File: config.mk
export PLATFORM = sky130hd
export DESIGN_NAME = sha1_message_digest_unit
export DESIGN_NICKNAME = d
export VERILOG_FILES = /design/src/hw/rtl/sha1mdu_pkg.sv /design/src/hw/rtl/sha1mdu_core.sv /design/src/hw/rtl/sha1_message_digest_unit.sv
export SDC_FILE = /design/constraint.sdc
export NUM_CORES = 2
export LEC_CHECK = 0
export ABC_AREA = 1
export BUFFER_PORTS_ARGS = -buffer_cell sky130_fd_sc_hd__buf_4
export CORE_MARGIN = 4
export CORE_UTILIZATION = 55
export CTS_CLUSTER_DIAMETER = 40
export DETAILED_ROUTE_END_ITERATION = 16
export PLACE_DENSITY = 0.76
export SLEW_MARGIN = 20
export SYNTH_ARGS = -nofsm -noshare
export SYNTH_HDL_FRONTEND = slang
export SYNTH_SLANG_ARGS = --single-unit
File: constraint.sdc
create_clock -name clock -period 23.3 [get_ports clock]
set_input_delay 1.165 -clock clock [delete_from_list [all_inputs] [get_ports clock]]
set_output_delay 1.165 -clock clock [all_outputs]
set_load 0.1 [all_outputs]
File: src/hw/rtl/sha1mdu_pkg.sv
package sha1mdu_pkg;

   typedef logic [31:0]      word_type;
   typedef logic [4:0][31:0] chain_type;
   typedef logic [511:0]     block_type;

   typedef struct packed {
      logic       shift;
      logic [7:0] data;
      logic       start;
      logic       init;
   } core_ctl_type;

   localparam int ROUNDS = 80;
   localparam logic [6:0] ROUND_LAST = 7'(ROUNDS - 1);
   localparam logic [6:0] ROUND_F1   = 7'd20;
   localparam logic [6:0] ROUND_F2   = 7'd40;
   localparam logic [6:0] ROUND_F3   = 7'd60;

   localparam word_type K0 = 32'h5A827999;
   localparam word_type K1 = 32'h6ED9EBA1;
   localparam word_type K2 = 32'h8F1BBCDC;
   localparam word_type K3 = 32'hCA62C1D6;

   // H4 leftmost so that element 0 holds H0
   localparam chain_type SHA1_IV = {32'hC3D2E1F0, 32'h10325476, 32'h98BADCFE,
                                    32'hEFCDAB89, 32'h67452301};

   localparam logic [5:0] BLOCK_LAST = 6'd63;
   localparam logic [5:0] LEN_START  = 6'd56;
   localparam logic [7:0] PAD_MARK   = 8'h80;
   localparam logic [2:0] WORD_LAST  = 3'd4;

endpackage

File: src/hw/rtl/sha1mdu_core.sv
module sha1mdu_core (
   input  logic                     clock,
   input  logic                     reset,
   input  sha1mdu_pkg::core_ctl_type ctl,
   output logic                     done,
   output sha1mdu_pkg::chain_type   chain
);
   import sha1mdu_pkg::*;

   chain_type chain_ff, chain_in;
   chain_type work_ff, work_in;
   block_type win_ff, win_in;
   logic [6:0] round_ff, round_in;
   logic       run_ff, run_in;
   logic       add_ff, add_in;

   word_type a, b, c, d, e;
   word_type f, k, temp, sched, w0;

   always_comb begin
      a     = work_ff[0];
      b     = work_ff[1];
      c     = work_ff[2];
      d     = work_ff[3];
      e     = work_ff[4];
      w0    = win_ff[511 -: 32];
      sched = win_ff[95 -: 32] ^ win_ff[255 -: 32] ^ win_ff[447 -: 32] ^ w0;
      if (round_ff < ROUND_F1) begin
         f = (b & c) | (~b & d);
         k = K0;
      end else if (round_ff < ROUND_F2) begin
         f = b ^ c ^ d;
         k = K1;
      end else if (round_ff < ROUND_F3) begin
         f = (b & c) | (b & d) | (c & d);
         k = K2;
      end else begin
         f = b ^ c ^ d;
         k = K3;
      end
      temp = {a[26:0], a[31:27]} + f + e + k + w0;
   end

   always_comb begin
      chain_in = chain_ff;
      work_in  = work_ff;
      win_in   = win_ff;
      round_in = round_ff;
      run_in   = run_ff;
      add_in   = 1'b0;
      if (ctl.shift) begin
         win_in = {win_ff[503:0], ctl.data};
      end
      if (ctl.init) begin
         chain_in = SHA1_IV;
      end
      if (ctl.start) begin
         work_in  = chain_ff;
         round_in = '0;
         run_in   = 1'b1;
      end
      if (run_ff) begin
         work_in  = {d, c, {b[1:0], b[31:2]}, a, temp};
         win_in   = {win_ff[479:0], sched[30:0], sched[31]};
         round_in = round_ff + 7'd1;
         if (round_ff == ROUND_LAST) begin
            run_in = 1'b0;
            add_in = 1'b1;
         end
      end
      if (add_ff) begin
         for (int i = 0; i < 5; i++) begin
            chain_in[i] = chain_ff[i] + work_ff[i];
         end
      end
   end

   always_ff @(posedge clock) begin
      if (reset) begin
         chain_ff <= SHA1_IV;
         run_ff   <= 1'b0;
         add_ff   <= 1'b0;
      end else begin
         chain_ff <= chain_in;
         run_ff   <= run_in;
         add_ff   <= add_in;
      end
   end

   always_ff @(posedge clock) begin
      work_ff  <= work_in;
      win_ff   <= win_in;
      round_ff <= round_in;
   end

   assign done  = add_ff;
   assign chain = chain_ff;

endmodule

File: src/hw/rtl/sha1_message_digest_unit.sv
// SHA-1 digest of a byte stream, one message byte per req item (req_byte_valid = 0 carries no
// byte; req_last ends the message and may carry a final byte or none). Every 64th byte starts
// a compression (80 rounds on one shared round unit plus the chaining add) during which
// req_ready is low and no new byte is taken.
// After the last item the unit shifts in the 0x80 mark, zero padding and the 64-bit bit
// length one byte per cycle (for each of one or two final blocks, each block followed by its
// compression) and delivers the five digest words H0..H4 as five rsp items, word position 0
// first, last_word on word 4. It then returns to the initial state, ready for the next message.
module sha1_message_digest_unit (
   input  logic        clock,
   input  logic        reset,
   input  logic        req_valid,
   output logic        req_ready,
   input  logic [7:0]  req_data_byte,
   input  logic        req_byte_valid,
   input  logic        req_last,
   output logic        rsp_valid,
   input  logic        rsp_ready,
   output logic [31:0] rsp_digest_word,
   output logic [2:0]  rsp_word_pos,
   output logic        rsp_last_word
);
   import sha1mdu_pkg::*;

   typedef enum logic [4:0] {
      ST_IDLE = 5'b00001,
      ST_COMP = 5'b00010,
      ST_PAD  = 5'b00100,
      ST_LEN  = 5'b01000,
      ST_OUT  = 5'b10000
   } state_type;

   state_type   state_ff, state_in;
   logic [5:0]  pos_ff, pos_in;
   logic [60:0] count_ff, count_in;
   logic        fin_ff, fin_in;
   logic        mark_ff, mark_in;
   logic        tail_ff, tail_in;
   logic [2:0]  idx_ff, idx_in;

   core_ctl_type ctl;
   logic         core_done;
   chain_type    chain;
   logic [63:0]  bit_len;
   logic [2:0]   len_sel;

   sha1mdu_core u_core (
      .clock (clock),
      .reset (reset),
      .ctl   (ctl),
      .done  (core_done),
      .chain (chain)
   );

   assign bit_len = {count_ff, 3'b000};
   assign len_sel = 3'd7 - pos_ff[2:0];

   always_comb begin
      state_in = state_ff;
      pos_in   = pos_ff;
      count_in = count_ff;
      fin_in   = fin_ff;
      mark_in  = mark_ff;
      tail_in  = tail_ff;
      idx_in   = idx_ff;
      ctl      = '0;
      unique case (state_ff)
         ST_IDLE: begin
            if (req_valid) begin
               if (req_byte_valid) begin
                  ctl.shift = 1'b1;
                  ctl.data  = req_data_byte;
                  pos_in    = pos_ff + 6'd1;
                  count_in  = count_ff + 61'd1;
               end
               if (req_byte_valid && pos_ff == BLOCK_LAST) begin
                  ctl.start = 1'b1;
                  fin_in    = req_last;
                  state_in  = ST_COMP;
               end else if (req_last) begin
                  fin_in   = 1'b1;
                  state_in = ST_PAD;
               end
            end
         end
         ST_COMP: begin
            if (core_done) begin
               if (!fin_ff) begin
                  state_in = ST_IDLE;
               end else if (tail_ff) begin
                  state_in = ST_OUT;
               end else begin
                  state_in = ST_PAD;
               end
            end
         end
         ST_PAD: begin
            ctl.shift = 1'b1;
            ctl.data  = mark_ff ? 8'h00 : PAD_MARK;
            mark_in   = 1'b1;
            pos_in    = pos_ff + 6'd1;
            if (pos_ff == BLOCK_LAST) begin
               ctl.start = 1'b1;
               state_in  = ST_COMP;
            end else if (pos_ff == LEN_START - 6'd1) begin
               state_in = ST_LEN;
            end
         end
         ST_LEN: begin
            ctl.shift = 1'b1;
            ctl.data  = bit_len[{len_sel, 3'b000} +: 8];
            pos_in    = pos_ff + 6'd1;
            if (pos_ff == BLOCK_LAST) begin
               ctl.start = 1'b1;
               tail_in   = 1'b1;
               state_in  = ST_COMP;
            end
         end
         ST_OUT: begin
            if (rsp_ready) begin
               idx_in = idx_ff + 3'd1;
               if (idx_ff == WORD_LAST) begin
                  ctl.init = 1'b1;
                  idx_in   = '0;
                  pos_in   = '0;
                  count_in = '0;
                  fin_in   = 1'b0;
                  mark_in  = 1'b0;
                  tail_in  = 1'b0;
                  state_in = ST_IDLE;
               end
            end
         end
         default: begin
            state_in = ST_IDLE;
         end
      endcase
   end

   always_ff @(posedge clock) begin
      if (reset) begin
         state_ff <= ST_IDLE;
         pos_ff   <= '0;
         count_ff <= '0;
         fin_ff   <= 1'b0;
         mark_ff  <= 1'b0;
         tail_ff  <= 1'b0;
         idx_ff   <= '0;
      end else begin
         state_ff <= state_in;
         pos_ff   <= pos_in;
         count_ff <= count_in;
         fin_ff   <= fin_in;
         mark_ff  <= mark_in;
         tail_ff  <= tail_in;
         idx_ff   <= idx_in;
      end
   end

   assign req_ready       = (state_ff == ST_IDLE);
   assign rsp_valid       = (state_ff == ST_OUT);
   assign rsp_digest_word = chain[idx_ff];
   assign rsp_word_pos    = idx_ff;
   assign rsp_last_word   = (idx_ff == WORD_LAST);

endmodule

Yosys cells after proc, flatten, opt, wreduce, memory -nomap -nowiden
Index checks and enable logic that the tools add are counted.
{"block": "totals", "reg_bits": 919, "inputBits": 14, "elab_cells": 149}
{"block": "op_classes", "add_sub_neg": 14, "order_cmp": 4, "eq_ne": 17, "n_shift": 1, "n_mux": 61, "bitwise": 14, "reduce_logical": 17}
{"cell": "$mux 512", "count": 2}
{"cell": "$mux 160", "count": 4}
{"cell": "$add 32x32->32", "count": 9}
{"cell": "$mux 61", "count": 4}
{"cell": "$mux 32", "count": 6}
{"cell": "$xor 32x32->32", "count": 5}
{"cell": "$and 32x32->32", "count": 4}
{"cell": "$pmux 61 s2", "count": 1}
{"cell": "$bmux 32 s3", "count": 1}
{"cell": "$or 32x32->32", "count": 3}
{"cell": "$shiftx 64x7->8", "count": 1}
{"cell": "$add 61x1->61 const B", "count": 1}
{"cell": "$mux 5", "count": 11}
{"cell": "$not 32->32", "count": 1}
{"cell": "$mux 31", "count": 1}
{"cell": "$pmux 10 s3", "count": 1}
{"cell": "$pmux 5 s5", "count": 1}
{"cell": "$mux 6", "count": 4}
{"cell": "$pmux 6 s3", "count": 1}
{"cell": "$mux 1", "count": 15}
{"cell": "$reduce_and 5->1", "count": 3}
{"cell": "$lt 7x6->1 const B", "count": 2}
{"cell": "$mux 7", "count": 2}
{"cell": "$eq 6x6->1 const B", "count": 2}
{"cell": "31 further kinds", "count": 43}

Logic depth before layout (Yosys ltp)
{"block": "depth", "word_depth": 11, "mapped_depth": 27}

Hierarchy
Synthesis repeated with hierarchy kept, for this count alone.
{"block": "unflattened", "cells_unflattened": 7805, "area_unflattened_um2": 58663.8}
{"mod": "sha1mdu_core", "instances": 1, "cells_per_inst": 6657, "area_each_um2": 52227.6, "seq_area_each_um2": 23632.7}
{"mod": "sha1_message_digest_unit", "instances": 1, "cells_per_inst": 1148, "area_each_um2": 6436.2, "seq_area_each_um2": 1561.5}

Worst setup path after synthesis
No wires, ideal clock.
{"block": "synth_timing", "kind": "input to register", "start": "in req_byte_valid", "end": "reg u_core.work_ff (netlist bit u_core.a[0]), enable pin", "t_arrival_ns": 23.019, "setup_slack_ns": -0.512, "path_stages": 6, "path_buffers": 0, "cell_sequence": "inv_1 > nor2_1 > nand2_2 > nand4_1 > o21ai_0 > inv_1"}
{"block": "synth_between", "elab_chain_len": 5}
{"item": "start: declaration", "line_no": "sha1_message_digest_unit.sv:15", "rtl": "input logic req_byte_valid,"}
{"item": "$logic_and 1x1->1", "line_no": "sha1_message_digest_unit.sv:76", "rtl": "if (req_byte_valid && pos_ff == BLOCK_LAST) begin"}
{"item": "$mux 1", "line_no": "sha1_message_digest_unit.sv:76"}
{"item": "$mux 10", "line_no": "sha1_message_digest_unit.sv:69", "rtl": "if (req_valid) begin"}
{"item": "$pmux 10 s3", "line_no": "sha1_message_digest_unit.sv:67", "rtl": "unique case (state_ff)"}
{"item": "$reduce_bool 2->1 (no source line)"}
{"item": "end signal: assignment", "line_no": "sha1mdu_core.sv:91", "rtl": "work_ff <= work_in;"}
{"item": "end: declaration", "line_no": "sha1mdu_core.sv:11", "rtl": "chain_type work_ff, work_in;"}
Every way passes these cells.
A chain may end at the register's enable or synchronous reset.

==> flow_summary.json <==
{
  "die_area_mm2": 0.1144,
  "worstPathRequired_ps": 23760,
  "grt_antenna_before_repair": 5,
  "start_util": 0.5570,
  "core_mm2": 0.1077,
  "drtIter0Drc": 6649,
  "finClkSkew_ps": 32.15,
  "period_needed_ps": 6344,
  "clockBufferDepth": 3,
  "slowest_stage": "nand3_2",
  "syn_avg_cell_area_um2": 7.526,
  "ys_ff_latch": 919,
  "finalSetupTns_ps": 0,
  "syn_inst": 7968,
  "antenna_left": 0,
  "finalNetCount": 8261,
  "n_fill_cell": 9637,
  "clkLatencyLatePin_ps": 760,
  "rsz0062_at_grt": "no",
  "root_buffer": "clkbuf_16",
  "port_buffers": 51,
  "leakagePower_nw": 29.50,
  "htreeDepth": 4,
  "synthToLayoutAreaGrowth_pct": 10.31,
  "gp_congestion": 1.078,
  "crit_fanout": 38,
  "worst_pin_slew_ps": 1114,
  "vias": 54790,
  "status": "finished clean",
  "async_flop_share": 0,
  "yosysWarnings": 0,
  "hp-class": "reg -> reg",
  "grt_pass1_vias": 51870,
  "cp_data_arrival_time_ps": 6800,
  "final_hold_viol_count": 0,
  "ctsResizeCount": 0,
  "synth_edf_count": 679,
  "tritoncts": "yes",
  "cts.reportedPaths.clkPinSlew_ps": 50,
  "fmax_mhz": 157.6,
  "drv_cap": 0,
  "dpl-instance-area_mm2": 0.06114,
  "path_delay_family": "simple AND/OR/NAND/NOR gates",
  "ctsHoldBuffers": 0,
  "drc": 0,
  "netlist_area_mm2": 0.05997,
  "first_pass_iters": 10,
  "totalWireLength_um": 202900,
  "hpwl_um": 149200,
  "grt_max_degree": 254,
  "grtUsageTotal": 0.3454,
  "start_kind": "register",
  "die_h_um": 338.2,
  "ys_types": 50,
  "crit_type": "reg -> reg",
  "ys_seq_area_frac": 0.4201,
  "grt_pass1_wl_um": 306100,
  "post_drt_wl_per_cell_um": 21.53,
  "p_per_area_mw_per_mm2": 81.14,
  "setup_violations": 0,
  "period_share": 0.2723,
  "synth_fp_nets": 8331,
  "clkSinkCount": 919,
  "fp.dieW_um": 338.2,
  "cpPeakStageDelay_ps": 700,
  "fin_hold_ws_ps": 482.6,
  "peakVddDrop_mv": 0.09993,
  "multiInputGateArea_mm2": 0.02879,
  "cts_setup_buffers": 0,
  "end_kind": "register",
  "ys.flop_type": "edfxtp_1",
  "ioPinCount": 52,
  "drive_above_1_share": 0.04739,
  "fp-row-count": 120,
  "finalPower_mw": 5.367,
  "relSlewSlack": 0.2565,
  "critPathBufInv": 6,
  "via_per_inst": 5.815,
  "design_area_mm2": 0.06615,
  "numCtsBuffers": 143,
  "regArea_mm2": 0.02521,
  "grt_overflow_total": 0,
  "crit_chain": "nand2_1 > inv_1 > nand2_1 > nand3_2 > nand2_1 > buf_4 > o22ai_1 > nor2_1 > fa_1 > inv_1 > fa_1 > fa_1 > inv_1 > ha_1 > inv_1 > fa_1 > o21bai_1 > inv_1 > o21bai_1 > nand2_1 > nand3_1 > nand2_1 > nand3_1 > o21ai_0",
  "drv_slew": 0
}
==> layout by cell type (no fill, tap or decap), types with 19 or more instances in the layout <==
cell,n
or2_2,29
o21ai_0,828
o211ai_1,19
ha_1,225
clkbuf_16,147
o22ai_1,27
nand2_1,2401
nor3_1,70
xor2_1,45
buf_4,78
xnor2_1,96
nand3_1,566
nor2_1,367
dfxtp_1,237
inv_1,1240
edfxtp_1,679
a21oi_1,429
nand4_1,137
o21bai_1,28
fa_1,124
==> layout make-up <==
cell class                 instances  area share
antenna                            1  0.00003783
inverter                        1251     0.07125
multi-input combinational       5499      0.4352
clock inverter                   105     0.01890
clock buffer                     160     0.05665
timing repair buffer              84     0.01040
sequential                       919      0.3811
tap                             1403     0.02654
==> cells by family after synthesis <==
logic type      count (synthesis)  share of synthesized area
simple gates                 3634                     0.2516
buf+inv                      1550                    0.09990
compound gates               1375                     0.1195
flops                         919                     0.4201
fa+ha+maj                     349                    0.08834
xor+xnor                      141                    0.02059
==> registers in the layout (all words and copies together) (netlist names) <==
name,count
count_ff,61
fin_ff,1
mark_ff,1
pos_ff,6
rsp_word_pos,3
state_ff,5
tail_ff,1
u_core.a,32
u_core.b,32
u_core.c,32
u_core.chain,160
u_core.d,32
u_core.done,1
u_core.e,32
u_core.round_ff,7
u_core.run_ff,1
u_core.win_ff,512
==> power breakdown <==
| part | internal [mW] | switching, mW | leakage [nW] |
|---|---|---|---|
| sequential | 2.14 | 0.133 | 8.20 |
| combinational | 0.241 | 0.636 | 18.9 |
| clock | 1.37 | 0.851 | 2.41 |
==> path summary, 6_finish.rpt <==
check,from,to,slack (ps),depth (start not counted)
hold / removal,count_ff[60],count_ff[60],480,2
hold reg to reg,count_ff[60],count_ff[60],480,2
setup reg to reg,u_core.round_ff[4],u_core.a[25],16960,24
setup / recovery,u_core.round_ff[4],u_core.a[25],16960,24
==> per-layer routing <==
layer  routed length (µm)  vias to the layer above  GRT usage
met1                80030                    25680     0.4464
met5                   29                        -          0
li1                     -                    25850          -
met2                88850                     2641     0.5340
met3                19450                      618    0.07027
met4                14500                        4     0.2155
==> cell usage after synthesis, types with 3 or more instances <==
| cell | n | area (µm²) |
|---|---|---|
| nand2_1 | 2401 | 9012 |
| inv_1 | 1244 | 4669 |
| o21ai_0 | 828 | 4144 |
| edfxtp_1 | 679 | 20390 |
| nand3_1 | 566 | 2833 |
| a21oi_1 | 429 | 2147 |
| nor2_1 | 367 | 1378 |
| dfxtp_1 | 240 | 4805 |
| ha_1 | 225 | 2815 |
| clkbuf_1 | 174 | 653.1 |
| nand4_1 | 137 | 857.1 |
| fa_1 | 124 | 2482 |
| xnor2_1 | 96 | 840.8 |
| buf_2 | 94 | 470.5 |
| nor3_1 | 70 | 350.3 |
| xor2_1 | 45 | 394.1 |
| or2_2 | 29 | 181.4 |
| o21bai_1 | 28 | 210.2 |
| o22ai_1 | 27 | 168.9 |
| buf_1 | 24 | 90.09 |
| o211ai_1 | 19 | 142.6 |
| nand3b_1 | 17 | 127.6 |
| and2_1 | 14 | 87.58 |
| nor4_1 | 11 | 68.82 |
| o2111ai_1 | 11 | 96.34 |
| o221ai_1 | 11 | 96.34 |
| a21o_1 | 8 | 60.06 |
| buf_6 | 5 | 56.30 |
| and3_1 | 4 | 25.02 |
| a211oi_1 | 3 | 22.52 |
| clkinv_1 | 3 | 11.26 |
| inv_2 | 3 | 11.26 |
| nand2b_1 | 3 | 18.77 |
| nor2_2 | 3 | 18.77 |
| nor3b_1 | 3 | 22.52 |
| o21a_1 | 3 | 22.52 |
| o21ai_1 | 3 | 15.01 |
==> worst reg2reg max path: cells and delay by family (launching register included) <==
kind                       cells  cell delay, ps
AOI/OAI and AO/OA              4             860
buffers and inverters          6             820
adders and majority gates      5            1940
DFF                            1             460
and+or+nand+nor                9            1960
==> metrics by stage <==
| step | util | cells | setup WS (ps) |
|---|---|---|---|
| global route | 0.6144 | 9421 | 16490 |
| detailed placement | 0.5679 | 9156 | 17200 |
| global placement | 0.5679 | 9156 | 17320 |
| floorplan | - | 7968 | -511.7 |
| CTS | 0.6144 | 9421 | 17120 |
| finish | 0.6144 | 9422 | 16960 |
Note: power is estimated with default switching activity, not from simulation.
